[config.mk]
export PLATFORM = sky130hd
export DESIGN_NAME = cppf_ctrl
export DESIGN_NICKNAME = d
export VERILOG_FILES = /design/src/rtl/cppf_pkg.sv /design/src/rtl/cppf_ctrl.sv
export SDC_FILE = /design/constraint.sdc
export NUM_CORES = 1
export LEC_CHECK = 0
export BUFFER_PORTS_ARGS = -buffer_cell sky130_fd_sc_hd__buf_2
export CAP_MARGIN = 20
export CORE_MARGIN = 5
export CORE_UTILIZATION = 53
export CTS_BUF_LIST = sky130_fd_sc_hd__clkbuf_4 sky130_fd_sc_hd__clkbuf_8 sky130_fd_sc_hd__clkbuf_16
export DETAILED_ROUTE_END_ITERATION = 10
export GPL_TIMING_DRIVEN = 0
export PLACE_DENSITY = 0.8
export SYNTH_ARGS = -nofsm -noshare
export SYNTH_HDL_FRONTEND = slang
export SYNTH_SLANG_ARGS = --single-unit
[constraint.sdc]
create_clock -name clk -period 2.85 [get_ports clk]
set_input_delay 0.285 -clock clk [delete_from_list [all_inputs] [get_ports clk]]
set_output_delay 0.285 -clock clk [all_outputs]
set_load 0.02 [all_outputs]
[src/rtl/cppf_pkg.sv]
// shared types, constants and register indexes of the position play filter
package cppf_pkg;

  localparam int POS_WIDTH_DEF  = 20;
  localparam int COEF_WIDTH_DEF = 16;
  localparam int RATIO_FRAC     = 29;
  localparam int SCALE_FRAC     = 12;
  localparam int NORM_BITS      = 30;

  localparam int DZ_W      = 19;
  localparam int SCALE_W   = 16;
  localparam int STEP_W    = 19;
  localparam int CFG_IDX_W = 3;

  localparam logic [SCALE_W-1:0] SCALE_RESET  = 16'd4096;
  localparam logic [59:0]        WS_MIN_RESET = 60'd576461302059761664;
  localparam logic [59:0]        WS_MAX_RESET = 60'd576460202546561311;

  // register indexes of the configuration port
  localparam logic [CFG_IDX_W-1:0] CFG_DEADZONE = 3'd0;
  localparam logic [CFG_IDX_W-1:0] CFG_SCALE    = 3'd1;
  localparam logic [CFG_IDX_W-1:0] CFG_MAX_STEP = 3'd2;
  localparam logic [CFG_IDX_W-1:0] CFG_WS_MIN   = 3'd3;
  localparam logic [CFG_IDX_W-1:0] CFG_WS_MAX   = 3'd4;
  localparam logic [CFG_IDX_W-1:0] CFG_ROW0     = 3'd5;
  localparam logic [CFG_IDX_W-1:0] CFG_ROW1     = 3'd6;
  localparam logic [CFG_IDX_W-1:0] CFG_ROW2     = 3'd7;

  typedef enum logic [4:0] {
    ST_IDLE, ST_DISPATCH, ST_HOME, ST_DELTA, ST_DZ_PASS,
    ST_NORM_INIT, ST_SQ_MUL, ST_SQ_ACC, ST_SQRT_INIT, ST_SQRT, ST_SQRT_END,
    ST_CHECK, ST_DIV_INIT, ST_DIV, ST_PART_MUL, ST_PART_APPLY,
    ST_ROT_CLR, ST_ROT_MUL, ST_ROT_ACC, ST_SCALE_MUL, ST_AXIS_END,
    ST_STEP_CHECK, ST_STEP_D, ST_OUT
  } ctrl_state_t;

  typedef enum logic [4:0] {
    OP_NONE, OP_LOAD, OP_HOME, OP_DELTA, OP_DZ_PASS,
    OP_NORM_INIT, OP_SQ_MUL, OP_SQ_ACC, OP_SQRT_INIT, OP_SQRT_STEP, OP_SQRT_END,
    OP_DIV_INIT, OP_DIV_STEP, OP_PART_MUL, OP_PART_APPLY,
    OP_ROT_CLR, OP_ROT_MUL, OP_ROT_ACC, OP_SCALE_MUL, OP_AXIS_END,
    OP_SETD_STEP, OP_OUT
  } dp_op_t;

  typedef struct packed {
    dp_op_t     op;
    logic [1:0] axis;
    logic [1:0] col;
    logic       sel_step;
  } dp_cmd_t;

  typedef struct packed {
    logic in_valid;
    logic is_home;
    logic dz_zero;
    logic step_en;
    logic nrm_gt_dz;
    logic nrm_gt_step;
    logic out_free;
  } dp_status_t;

endpackage

[src/rtl/cppf_ctrl.sv]
// sequencer that steps the datapath through home capture and sample filtering
module cppf_ctrl import cppf_pkg::*; #(
  parameter int PW = POS_WIDTH_DEF
) (
  input  logic       clk,
  input  logic       rst_n,
  input  dp_status_t st,
  output dp_cmd_t    cmd
);

  localparam int SQRT_STEPS = PW + 3;
  localparam int MAX_STEPS  = (SQRT_STEPS > RATIO_FRAC) ? SQRT_STEPS : RATIO_FRAC;
  localparam int CNT_W      = $clog2(MAX_STEPS);

  ctrl_state_t      state_r, state_nxt;
  logic [1:0]       axis_r, axis_nxt;
  logic [1:0]       col_r, col_nxt;
  logic [CNT_W-1:0] cnt_r, cnt_nxt;
  logic             phase_r, phase_nxt;

  // state registers
  always_ff @(posedge clk) begin
    if (!rst_n) begin
      state_r <= ST_IDLE;
      axis_r  <= '0;
      col_r   <= '0;
      cnt_r   <= '0;
      phase_r <= 1'b0;
    end else begin
      state_r <= state_nxt;
      axis_r  <= axis_nxt;
      col_r   <= col_nxt;
      cnt_r   <= cnt_nxt;
      phase_r <= phase_nxt;
    end
  end

  // next state, loop indexes and phase
  always_comb begin
    state_nxt = state_r;
    axis_nxt  = axis_r;
    col_nxt   = col_r;
    cnt_nxt   = cnt_r;
    phase_nxt = phase_r;
    unique case (state_r)
      ST_IDLE:     if (st.in_valid) state_nxt = ST_DISPATCH;
      ST_DISPATCH: state_nxt = st.is_home ? ST_HOME : ST_DELTA;
      ST_HOME:     state_nxt = ST_IDLE;
      ST_DELTA: begin
        phase_nxt = 1'b0;
        axis_nxt  = '0;
        state_nxt = st.dz_zero ? ST_DZ_PASS : ST_NORM_INIT;
      end
      ST_DZ_PASS:   state_nxt = ST_ROT_CLR;
      ST_NORM_INIT: begin
        axis_nxt  = '0;
        state_nxt = ST_SQ_MUL;
      end
      ST_SQ_MUL:    state_nxt = ST_SQ_ACC;
      ST_SQ_ACC: begin
        if (axis_r == 2'd2) begin
          state_nxt = ST_SQRT_INIT;
        end else begin
          axis_nxt  = axis_r + 2'd1;
          state_nxt = ST_SQ_MUL;
        end
      end
      ST_SQRT_INIT: begin
        cnt_nxt   = '0;
        state_nxt = ST_SQRT;
      end
      ST_SQRT: begin
        cnt_nxt = cnt_r + 1'b1;
        if (cnt_r == CNT_W'(SQRT_STEPS - 1)) state_nxt = ST_SQRT_END;
      end
      ST_SQRT_END:  state_nxt = ST_CHECK;
      ST_CHECK: begin
        axis_nxt = '0;
        if (!phase_r) state_nxt = st.nrm_gt_dz ? ST_DIV_INIT : ST_ROT_CLR;
        else          state_nxt = st.nrm_gt_step ? ST_DIV_INIT : ST_OUT;
      end
      ST_DIV_INIT: begin
        cnt_nxt   = '0;
        state_nxt = ST_DIV;
      end
      ST_DIV: begin
        cnt_nxt = cnt_r + 1'b1;
        if (cnt_r == CNT_W'(RATIO_FRAC - 1)) begin
          axis_nxt  = '0;
          state_nxt = ST_PART_MUL;
        end
      end
      ST_PART_MUL:  state_nxt = ST_PART_APPLY;
      ST_PART_APPLY: begin
        if (axis_r == 2'd2) begin
          axis_nxt  = '0;
          state_nxt = phase_r ? ST_OUT : ST_ROT_CLR;
        end else begin
          axis_nxt  = axis_r + 2'd1;
          state_nxt = ST_PART_MUL;
        end
      end
      ST_ROT_CLR: begin
        col_nxt   = '0;
        state_nxt = ST_ROT_MUL;
      end
      ST_ROT_MUL:   state_nxt = ST_ROT_ACC;
      ST_ROT_ACC: begin
        if (col_r == 2'd2) begin
          state_nxt = ST_SCALE_MUL;
        end else begin
          col_nxt   = col_r + 2'd1;
          state_nxt = ST_ROT_MUL;
        end
      end
      ST_SCALE_MUL: state_nxt = ST_AXIS_END;
      ST_AXIS_END: begin
        if (axis_r == 2'd2) begin
          state_nxt = ST_STEP_CHECK;
        end else begin
          axis_nxt  = axis_r + 2'd1;
          state_nxt = ST_ROT_CLR;
        end
      end
      ST_STEP_CHECK: state_nxt = st.step_en ? ST_STEP_D : ST_OUT;
      ST_STEP_D: begin
        phase_nxt = 1'b1;
        state_nxt = ST_NORM_INIT;
      end
      ST_OUT:       if (st.out_free) state_nxt = ST_IDLE;
      default:      state_nxt = ST_IDLE;
    endcase
  end

  // datapath command for the current state
  always_comb begin
    cmd          = '0;
    cmd.op       = OP_NONE;
    cmd.axis     = axis_r;
    cmd.col      = col_r;
    cmd.sel_step = phase_r;
    unique case (state_r)
      ST_IDLE:       cmd.op = OP_LOAD;
      ST_HOME:       cmd.op = OP_HOME;
      ST_DELTA:      cmd.op = OP_DELTA;
      ST_DZ_PASS:    cmd.op = OP_DZ_PASS;
      ST_NORM_INIT:  cmd.op = OP_NORM_INIT;
      ST_SQ_MUL:     cmd.op = OP_SQ_MUL;
      ST_SQ_ACC:     cmd.op = OP_SQ_ACC;
      ST_SQRT_INIT:  cmd.op = OP_SQRT_INIT;
      ST_SQRT:       cmd.op = OP_SQRT_STEP;
      ST_SQRT_END:   cmd.op = OP_SQRT_END;
      ST_DIV_INIT:   cmd.op = OP_DIV_INIT;
      ST_DIV:        cmd.op = OP_DIV_STEP;
      ST_PART_MUL:   cmd.op = OP_PART_MUL;
      ST_PART_APPLY: cmd.op = OP_PART_APPLY;
      ST_ROT_CLR:    cmd.op = OP_ROT_CLR;
      ST_ROT_MUL:    cmd.op = OP_ROT_MUL;
      ST_ROT_ACC:    cmd.op = OP_ROT_ACC;
      ST_SCALE_MUL:  cmd.op = OP_SCALE_MUL;
      ST_AXIS_END:   cmd.op = OP_AXIS_END;
      ST_STEP_D:     cmd.op = OP_SETD_STEP;
      ST_OUT:        cmd.op = OP_OUT;
      default:       cmd.op = OP_NONE;
    endcase
  end

endmodule

Yosys cells after proc, flatten, opt, wreduce, memory -nomap -nowiden
Memories as Yosys holds them, arrays and structs flattened. A register that Yosys moved wholly into a read port is not among the register bits.
Index checks and enable logic that the tools add are counted.

operators by class
  $add $sub $neg = 3
  equal/unequal tests = 32
  mux-type cells = 26
  reduce and logical (&&, ||, !) cells = 12

operators with widths
  operator                                        number
  case mux 5 bit (23 select lines)                1
  == test 5 bit (second input constant)           10
  two-way mux 5 bit                               10
  == test 5 x 4 -> 1 bit (second input constant)  8
  == test 5 x 3 -> 1 bit (second input constant)  4
  != test 2 bit (second input constant)           6
  two-way mux 2 bit                               5
  case mux 5 bit (2 select lines)                 1
  case mux 2 bit (4 select lines)                 1
  two-way mux 3 bit                               2
  nonzero test 2 bit                              3
  OR reduction 2 bit                              3
  adder 5 x 1 -> 5 bit (second input constant)    1
  == test 5 x 1 -> 1 bit (second input constant)  1
  == test 5 x 2 -> 1 bit (second input constant)  1
  logical NOT 5 bit                               1
  adder 2 x 1 -> 2 bit (second input constant)    2
  == test 2 bit (second input constant)           2
  two-way mux 4 bit                               1
  case mux 2 bit (2 select lines)                 1
  AND reduction 4 bit                             1
  nonzero test 4 bit                              1
  two-way mux 1 bit                               3
  AND reduction 3 bit                             1
  3 further kinds                                 3

storage, ports and cells
  flip-flop bits (word level) = 15
  memory bits (read-only) = 160
  input port bits = 9
  output and inout port bits = 10
  logic and storage cells = 79
  memories kept = 1

memory list
  name              depth  bits a word  rd ports  clocked after Yosys merged registers in  wr ports  RTL line          text
  (name not given)  32     5            1         1                                        0         cppf_ctrl.sv:142  unique case (state_r)

Logic depth before layout (Yosys ltp)
Gate-level depths: netlist (run 1).

  depth after elaboration = 5
  mapped depth = 14
  depth with buffers taken out = 14

Worst setup path before layout (run 1)
No wires, ideal clock.

  path type = register to register
  from = reg axis_r[0]
  to = reg, netlist name cmd[5]
  library setup time = 132 ps
  arrival time = 2415 ps
  data required time = 2718 ps
  slack = 303 ps
  cell stages (with the launch flop) = 13
  path buffers = 0
  clock period less this slack = 2547 ps
  path through = dfxtp_1 > inv_1 > ha_1 > a21boi_0 > o311ai_1 > a31oi_1 > o21ai_1 > and2_1 > inv_1 > ha_1 > inv_1 > a221oi_2 > o211ai_1

on the way
  word-level cells in the longest chain between the ends = 5
  elaborated cells on any way between the ends = 7

RTL lines
  item                                                  RTL line                                            text
  start: declaration                                    cppf_ctrl.sv:16                                     logic [1:0] axis_r, axis_nxt;
  start signal: assignment                              cppf_ctrl.sv:31                                     axis_r <= axis_nxt;
  == test 2 bit (*)                                     cppf_ctrl.sv:61, cppf_ctrl.sv:95, cppf_ctrl.sv:118
  two-way mux 3 bit, or another cell as far along       cppf_ctrl.sv:118                                    if (axis_r == 2'd2) begin
  case mux 5 bit (23 select lines) (*)                  cppf_ctrl.sv:45                                     unique case (state_r)
  two-way mux 5 bit (no source line) (*) (2 in series)  -

Every way passes the cells marked *; elsewhere a longest branch is shown, timed or not.
A chain may end at the register's enable or synchronous reset.

Final worst setup path (run 1)
  from = reg state_r[2]
  to = reg, netlist name cmd[5]

on the way
  word-level cells in the longest chain between the ends = 5
  elaborated cells on any way between the ends = 31

RTL lines
  item                                                  RTL line         text
  start: declaration                                    cppf_ctrl.sv:15  ctrl_state_t state_r, state_nxt;
  start signal: assignment                              cppf_ctrl.sv:30  state_r <= state_nxt;
  == test 5 x 4 -> 1 bit, or another cell as far along  cppf_ctrl.sv:45
  != test 2 bit (no source line)                        -
  AND reduction 4 bit (no source line)                  -
  two-way mux 5 bit (no source line) (*) (2 in series)  -

Marked as above.

==> impl_metrics.json, run 1 <==
{
  "r2r_start": "state_r[2]",
  "layout_setup_ws_ps": 140,
  "ys_types": 59,
  "start_util_pct": 54.8,
  "finalSetupTns_ps": 0,
  "p_leak_nw": 0.709,
  "critPathLaunchType": "register",
  "avgRoutedWirePerCell_um": 14.8,
  "worst_slew_pin_slew_ps": 715,
  "place_ws_ps": 4.43,
  "clock_path_buffers": 2,
  "syn-num-nets": 227,
  "clock_latency_ps": 300,
  "vias_per_cell": 6.15,
  "critical_path.startpoint": "state_r[2]",
  "async_reset_ff_share_pct": 0,
  "drc": 0,
  "cts_tree": "yes",
  "period_needed_ps": 2710,
  "crit_fanout": 10,
  "status": "complete, no violations",
  "fin_cells": 264,
  "arrival_ps": 2900,
  "dp.cells": 258,
  "netlist_top_cells_area": "dfxtp_1, ha_1, nor2_1, inv_1, nand2_1",
  "syn_inst": 207,
  "ir_drop_uv": 236,
  "cap_violations": 0,
  "htreeDepth": 1,
  "antenna_found_initial": 0,
  "first_pass_iters": 4,
  "finalWirelength_um": 3900,
  "gp_congestion": 0.987,
  "powerDensity_mw_per_mm2": 316,
  "synth_top_cell_by_area": "dfxtp_1",
  "grt_pass1_vias": 1489,
  "worstSetupPathType": "reg2reg",
  "drive_above_1_share_pct": 23.8,
  "gr-total-overflow": 0,
  "slew_viol_final": 0,
  "finalCritPeriodShare_pct": 95.1,
  "rows": 20,
  "io_buffers": 18,
  "die_area_sq_mm": 0.00432,
  "syn_to_final_growth_pct": 13.6,
  "diodes": 0,
  "relSlewSlack_pct": 52.2,
  "ys.flop_type": "dfxtp_1",
  "setup_viol": 0,
  "dieWidth_um": 65.7,
  "cts_root_buffer": "clkbuf_4",
  "finalHoldViolations": 0,
  "numClockSinks": 20,
  "vias": 1623,
  "hold_start": "rst_n",
  "cp_data_required_time_ps": 3040,
  "yosysSeqAreaShare_pct": 24.3,
  "nFillCells": 290,
  "synth-edff-count": 0,
  "fin_skew_ps": 4.56,
  "pin_count": 19,
  "num-nets-final": 253,
  "crit_path_end_kind": "register",
  "hold_path.class": "in2reg",
  "seqCellArea_sq_um": 402,
  "synth_common_cells": "nor2_1, dfxtp_1, inv_1, nand2_1",
  "multiInputGateArea_sq_mm": 0.00115,
  "clkTransAtPathRegs_ps": 100,
  "yosysWarnings": 0,
  "place_hpwl_um": 2880,
  "cts_hold_buf": 0,
  "grt_usage_pct": 18.5,
  "syn_avg_cell_area_sq_um": 7.95,
  "cts_made_buffers": 3,
  "syn-cell-area_sq_mm": 0.00165,
  "synth.most_common_cell": "nor2_1",
  "grt_max_degree": 11,
  "die_h_um": 65.7,
  "drt_iter0_drc": 128,
  "core_sq_mm": 0.00300,
  "ant_nets": 0,
  "ys_seq_elements": 20,
  "synth_top_area_share_pct": 24.3,
  "grt_first_pass_wirelength_um": 6330,
  "max_freq_mhz": 369
}
## registers in the layout, indices dropped and copies added, names as in the netlist
signal and flops:
cnt_r 5, phase_r 1, state_r 5, cmd 5, col_r 2, axis_r 2
## metrics by stage
step	power [mW]	hold WS (ps)	util, %	cell area [sq um]
2_1_floorplan	0.409	407	-	1650
3_3_place_gp	0.442	510	59.2	1780
3_5_place_dp	0.444	519	59.2	1780
4_1_cts	0.577	289	60.2	1810
5_1_grt	0.629	289	62.3	1870
6_report	0.591	304	62.3	1870
## report_power, final
part	leakage [nW]	switching (mW)	internal, mW
Sequential	0.162	0.00472	0.288
Clock	0.0138	0.0824	0.0494
Combinational	0.533	0.0962	0.0704
## repair_timing
action | CTS | global route
resized for setup | 2 | 10
pin swaps | 0 | 3
setup buffers | 0 | 3
cloned | 0 | 0
endpoints found under the setup margin | 1 | 4
## cells by family after synthesis
kind of cell | count (synthesis) | synth area share [%]
compound gates | 57 | 28.4
simple gates | 81 | 26.3
buf+inv | 31 | 8.36
fa+ha+maj | 11 | 8.36
xor+xnor | 2 | 1.06
flops | 20 | 24.3
mux | 5 | 3.12
## cell type report
type                       count  area share (%)
tap                           33            2.21
multi-input combinational    156            61.7
buffer                        14            3.95
clock buffer                   3            1.20
inverter                      17            3.41
sequential                    20            21.5
timing repair buffer          21            6.02
## routing by layer
layer  part of all wire [%]  vias up  track usage [%]
li1                       -      797                -
met3                    6.1        9             2.05
met4                    2.3        0             10.4
met5                      0        -                0
met1                     44      762             23.1
met2                     47       55             30.4
## cell usage in the layout (no fill, tap or decap), types with 2 or more instances in the layout
cell / netlist / routed
a211oi_1: 2 / 2
a21oi_1: 11 / 11
a221oi_1: 2 / 2
a31oi_1: 2 / 2
and2_1: 3 / 2
buf_2: 8 / 26
buf_4: 1 / 4
clkbuf_1: 4 / 4
clkbuf_4: 0 / 3
dfxtp_1: 20 / 19
ha_1: 11 / 10
inv_1: 17 / 17
mux2i_1: 4 / 4
nand2_1: 17 / 17
nand2b_1: 4 / 4
nand3_1: 5 / 5
nand3b_1: 5 / 5
nand4b_1: 2 / 2
nor2_1: 23 / 20
nor2_2: 0 / 2
nor2b_1: 3 / 3
nor3_1: 5 / 5
nor3b_1: 3 / 3
o211ai_1: 6 / 6
o21ai_0: 3 / 3
o21ai_1: 6 / 5
o221ai_1: 2 / 2
o311ai_1: 2 / 2
o32ai_1: 2 / 2
xnor2_1: 2 / 2
## worst paths after layout
| check | end | slack (ps) | cells past startpoint |
|---|---|---|---|
| worst max-delay path | cmd[5] | 140 | 12 |
| worst min-delay path | cmd[7] | 300 | 3 |
| worst max register to register | cmd[5] | 140 | 12 |
| worst min register to register | col_r[1] | 540 | 2 |
## worst max-delay path, stage by stage, from the launching register on
cell and delay [ps]:
dfxtp_1 350, buf_6 150, or3_4 380, a2111oi_4 350
a31oi_2 80, a31oi_4 260, nor2_2 100, nor2_2 170
inv_1 80, ha_1 270, inv_1 80, a221oi_2 240
o211ai_1 110
No activity file was read; power rests on OpenSTA's default activity.
==> run 2: changes to the inputs <==
- clock period: 2.85 -> 2.9 ns (I/O delays scaled with it)
==> run 2 against run 1 <==
Setup slack better by 27 ps. Utilization down 0.75 points. Cell count down 0.76%. Non-clock buffer count down 2. Critical path depth unchanged. Routed wire length down 1.1%. Sequential share of layout area up 0.26 points. Sequential cell count unchanged. Clock power about the same.
==> impl_metrics.json, run 2 (synthesis results as in run 1) <==
{
  "status": "complete, no violations",
  "rsz0062_at_grt": "no",
  "cts_hold_buf": 0,
  "drt_iter0_drc": 103,
  "diodes": 0,
  "grt_first_pass_wirelength_um": 6290,
  "switchingPower_mw": 0.178,
  "vias": 1610,
  "powerDensity_mw_per_mm2": 310,
  "start_util_pct": 54.8,
  "cts_made_buffers": 3,
  "cap_violations": 0,
  "finalSetupTns_ps": 0,
  "final_common_cell": "buf_2",
  "avgRoutedWirePerCell_um": 14.7,
  "worst_slew_pin_slew_ps": 730,
  "clock_latency_ps": 300,
  "ant_nets": 0,
  "gr-total-overflow": 0,
  "max_freq_mhz": 366,
  "hold_path.class": "in2reg",
  "ir_drop_uv": 232,
  "fin_skew_ps": 4.92,
  "finalHoldViolations": 0,
  "slew_viol_final": 0,
  "first_pass_iters": 5,
  "crit_path_end_kind": "register",
  "p_int_mw": 0.395,
  "crit_fanout": 10,
  "rows": 20,
  "die_h_um": 65.7,
  "dieWidth_um": 65.7,
  "worstSetupPathType": "reg2reg",
  "drive_above_1_share_pct": 22.7,
  "numClockSinks": 20,
  "switching_share_pct": 31.1,
  "clkTransAtPathRegs_ps": 110,
  "cp_data_required_time_ps": 3090,
  "core_sq_mm": 0.00300,
  "finalCritPeriodShare_pct": 94.3,
  "arrival_ps": 2920,
  "clock_path_buffers": 2,
  "grt_max_degree": 11,
  "layout_common_cells": "buf_2, nor2_1, dfxtp_1, inv_1, nand2_1",
  "pin_count": 19,
  "clkPwrFrac_pct": 22.7,
  "fin_util_pct": 61.5,
  "p_leak_nw": 0.699,
  "place_hpwl_um": 2880,
  "cts_tree": "yes",
  "antenna_found_initial": 0,
  "gp_congestion": 0.987,
  "num-nets-final": 251,
  "vias_per_cell": 6.15,
  "io_buffers": 18,
  "grt_pass1_vias": 1490,
  "finalWirelength_um": 3860,
  "seqPwrFrac_pct": 50.2,
  "setup_viol": 0,
  "syn_to_final_growth_pct": 12.2,
  "pwr-share-comb_pct": 27.1,
  "period_needed_ps": 2730,
  "relSlewSlack_pct": 51.2,
  "die_area_sq_mm": 0.00432,
  "drc": 0,
  "critPathLaunchType": "register",
  "cts_root_buffer": "clkbuf_4",
  "grt_usage_pct": 18.4,
  "htreeDepth": 1
}
run 2: changes by cell type in the layout (fill, tap and decap cells not counted), sizes merged:
cell / previous run / this run
buf: 31 / 29
run 2: cell type report:
class                           instances  area (sq um)
Fill cell                             292          1160
Multi-Input combinational cell        156          1150
Buffer                                 14          73.8
Sequential cell                        20           402
Clock buffer                            3          22.5
Inverter                               17          63.8
Timing Repair Buffer                   19          97.6
Tap cell                               33          41.3
run 2: per-layer routing:
metal / vias to the layer above / GRT usage (%) / wire [um]
met5: - / 0 / 0
met4: 0 / 10.4 / 89
met3: 9 / 2.39 / 251
met2: 66 / 30.3 / 1820
met1: 744 / 22.9 / 1700
li1: 791 / - / -
run 2: worst max-delay path: stages (launching register included):
cell and delay [ps]:
dfxtp_1 350, buf_6 150, or3_4 380, a2111oi_4 350
a31oi_2 80, a31oi_4 240, nor2_1 130, nor2_2 160
inv_1 80, ha_1 270, inv_1 80, a221oi_2 240
o211ai_1 110
run 2: final timing paths:
kind,cells past startpoint,end,slack [ps],from
max,12,cmd[5],170,state_r[2]
min,3,cmd[7],310,rst_n
max reg2reg,12,cmd[5],170,state_r[2]
min reg2reg,2,col_r[1],540,col_r[1]
run 2: power groups by stage:
stage          registers [mW]  logic (mW)  clock network, mW
5_1_grt                 0.289       0.169              0.151
2_1_floorplan           0.301       0.101                  0
6_report                0.288       0.155              0.130
3_3_place_gp            0.294       0.141                  0
4_1_cts                 0.288       0.144              0.135
3_5_place_dp            0.294       0.143                  0
run 2: repair_timing:
action | 4_1_cts | 5_1_grt
gates resized for setup | 0 | 10
setup endpoints to repair | 0 | 4
setup buffers | 0 | 1
run 2: per-stage QoR:
stage	instance area, sq um	hold slack [ps]	instances	power [mW]	setup WS [ps]
after CTS	1800	294	261	0.566	28.8
final	1850	308	262	0.573	166
after global routing	1850	294	262	0.609	46.5
after floorplan	1650	412	207	0.402	353
after detailed placement	1780	519	258	0.437	54.4
after global placement	1780	510	258	0.434	95.2
==> run 3: changes to the inputs <==
- CTS_BUF_LIST: sky130_fd_sc_hd__clkbuf_4 sky130_fd_sc_hd__clkbuf_8 sky130_fd_sc_hd__clkbuf_16 -> sky130_fd_sc_hd__clkbuf_8
- CTS_CLUSTER_DIAMETER: unset -> 50
==> run 3 against run 2 <==
Total power is 7.3% higher. Utilization is 0.21 points higher. Hold slack better by 50 ps. Largest power group unchanged. Clock power is 37% higher. Sequential share of layout area is 0.073 points lower. Global-route usage is 0.071 points lower. Critical path type unchanged. Sequential power hardly changed. Clock-buffer cell count stayed put.
==> impl_metrics.json, run 3 (synthesis results as in run 1) <==
{
  "switching_share_pct": 29.3,
  "core_sq_mm": 0.00300,
  "relSlewSlack_pct": 51.5,
  "die_area_sq_mm": 0.00432,
  "hold_start": "rst_n",
  "ant_nets": 0,
  "crit_path_frequent_cell": "inv_1",
  "p_int_mw": 0.434,
  "cp_slowest_cell": "dfxtp_1",
  "pin_count": 19,
  "setup_viol": 0,
  "rows": 20,
  "rr_worst_depth": 13,
  "powerDensity_mw_per_mm2": 332,
  "layout_common_cells": "buf_2, nor2_1, dfxtp_1, inv_1, nand2_1",
  "finalWirelength_um": 3840,
  "num-nets-final": 250,
  "vias_per_cell": 6.10,
  "critPathTopFamily": "compound AO/OA/AOI/OAI gates",
  "r2r_start": "cnt_r[0]",
  "drive_above_1_share_pct": 21.5,
  "crit_chain": "inv_1 -> ha_1 -> nand4_1 -> a22oi_2 -> o2111ai_4 -> a31oi_4 -> nor2_1 -> nor2_2 -> inv_1 -> ha_1 -> inv_1 -> a221oi_2 -> o211ai_1",
  "critPathLaunchType": "register",
  "timing.rr.end": "cmd[5]",
  "r2r_setup_slack_ps": 170,
  "start_util_pct": 54.8,
  "pwr-share-comb_pct": 24.3,
  "cp_data_required_time_ps": 3040,
  "dp.cells": 258,
  "die_h_um": 65.7,
  "drc": 0,
  "fin_cells": 261,
  "seqPwrFrac_pct": 46.8,
  "grt_pass1_vias": 1488,
  "gp_congestion": 0.987,
  "cts_tree": "yes",
  "io_buffers": 18,
  "vias": 1593,
  "worst_hold_slack_ps": 358,
  "crit_path_end_kind": "register",
  "first_pass_iters": 4,
  "htreeDepth": 1,
  "crit_fanout": 4,
  "switchingPower_mw": 0.180,
  "drt_iter0_drc": 107,
  "worstSetupPathType": "reg2reg",
  "worst_slew_pin_slew_ps": 722,
  "fin_area_sq_mm": 0.00185,
  "status": "complete, no violations",
  "grt_max_degree": 11,
  "cts_root_buffer": "clkbuf_8",
  "placed_cell_area_sq_mm": 0.00178,
  "min_to": "cmd[7]",
  "clock_latency_ps": 250,
  "cap_violations": 0,
  "clkPwrFrac_pct": 28.9,
  "period_needed_ps": 2730,
  "max_freq_mhz": 366,
  "gr-total-overflow": 0,
  "cts_setup_buffers": 0,
  "grt_usage_pct": 18.4,
  "finalCritPeriodShare_pct": 94.2,
  "dieWidth_um": 65.7,
  "slew_viol_final": 0,
  "hold_path.class": "in2reg",
  "p_leak_nw": 0.699,
  "ir_drop_uv": 225,
  "finalHoldViolations": 0,
  "clock_path_buffers": 2,
  "crit_buf_inv": 3,
  "clkTransAtPathRegs_ps": 70,
  "final_common_cell": "buf_2",
  "antenna_found_initial": 0,
  "fin_skew_ps": 4.95,
  "avgRoutedWirePerCell_um": 14.7,
  "hold_depth": 3,
  "place_hpwl_um": 2880,
  "arrival_ps": 2870,
  "diodes": 0,
  "cts_made_buffers": 3,
  "syn_to_final_growth_pct": 12.6,
  "grt_first_pass_wirelength_um": 6310,
  "numClockSinks": 20,
  "cpPeakStageDelay_ps": 330
}
-- run 3: changes by cell type in the layout (fill, tap and decap cells not counted) --
| cell | delta |
|---|---|
| and2_1 | +1 |
| and2_4 | -1 |
| buf_2 | -1 |
| buf_4 | -1 |
| clkbuf_4 | -2 |
| clkbuf_8 | +3 |
| nand4bb_1 | +1 |
| nand4bb_2 | -1 |
-- run 3: worst min-delay path, cell delays in order --
cell and delay (ps):
buf_2 150, o221ai_1 90, nor2_1 40
-- run 3: area by class of cell --
cell class	count	area, sq um
tap	33	41.3
multi-input combinational	156	1140
sequential	20	402
timing repair buffer	18	90.1
inverter	17	63.8
fill	290	1150
buffer	14	76.3
clock buffer	3	41.3
-- run 3: how the worst max path moves through the flow --
stage,start,slack [ps],end,depth (start not counted)
CTS,state_r[4],30,cmd[5],11
global route,state_r[2],-9,cmd[5],12
floorplan,axis_r[0],350,cmd[5],12
detailed placement,state_r[4],50,cmd[5],11
global placement,state_r[4],100,cmd[5],11
finish,cnt_r[0],170,cmd[5],13
-- run 3: repair_timing --
item                       4_1_cts  5_1_grt
hold buffers                     0        0
setup endpoints to repair        0        4
gates resized for setup          0        9
-- run 3: routing by layer --
layer,vias to the layer above,GRT usage (%),part of all wire [%]
li1,792,-,-
met1,745,23.1,46
met2,48,30.2,47
met3,8,2.91,4.9
met4,0,8.81,2.1
met5,-,0,0
-- run 3: stage by stage --
stage | util (%) | worst slack [ps] | power, mW | TNS (ps)
after floorplan | - | 353 | 0.402 | 0
after global placement | 59.2 | 95.2 | 0.434 | 0
after detailed placement | 59.2 | 54.4 | 0.437 | 0
after CTS | 60.5 | 33.8 | 0.615 | 0
after global routing | 61.7 | -8.69 | 0.651 | -8.69
final | 61.7 | 169 | 0.615 | 0
-- run 3: power groups by stage --
stage	logic (mW)	clock network, mW	registers (mW)
after global placement	0.141	0	0.294
after global routing	0.164	0.199	0.289
after floorplan	0.101	0	0.301
after CTS	0.144	0.184	0.287
after detailed placement	0.143	0	0.294
final	0.150	0.178	0.288
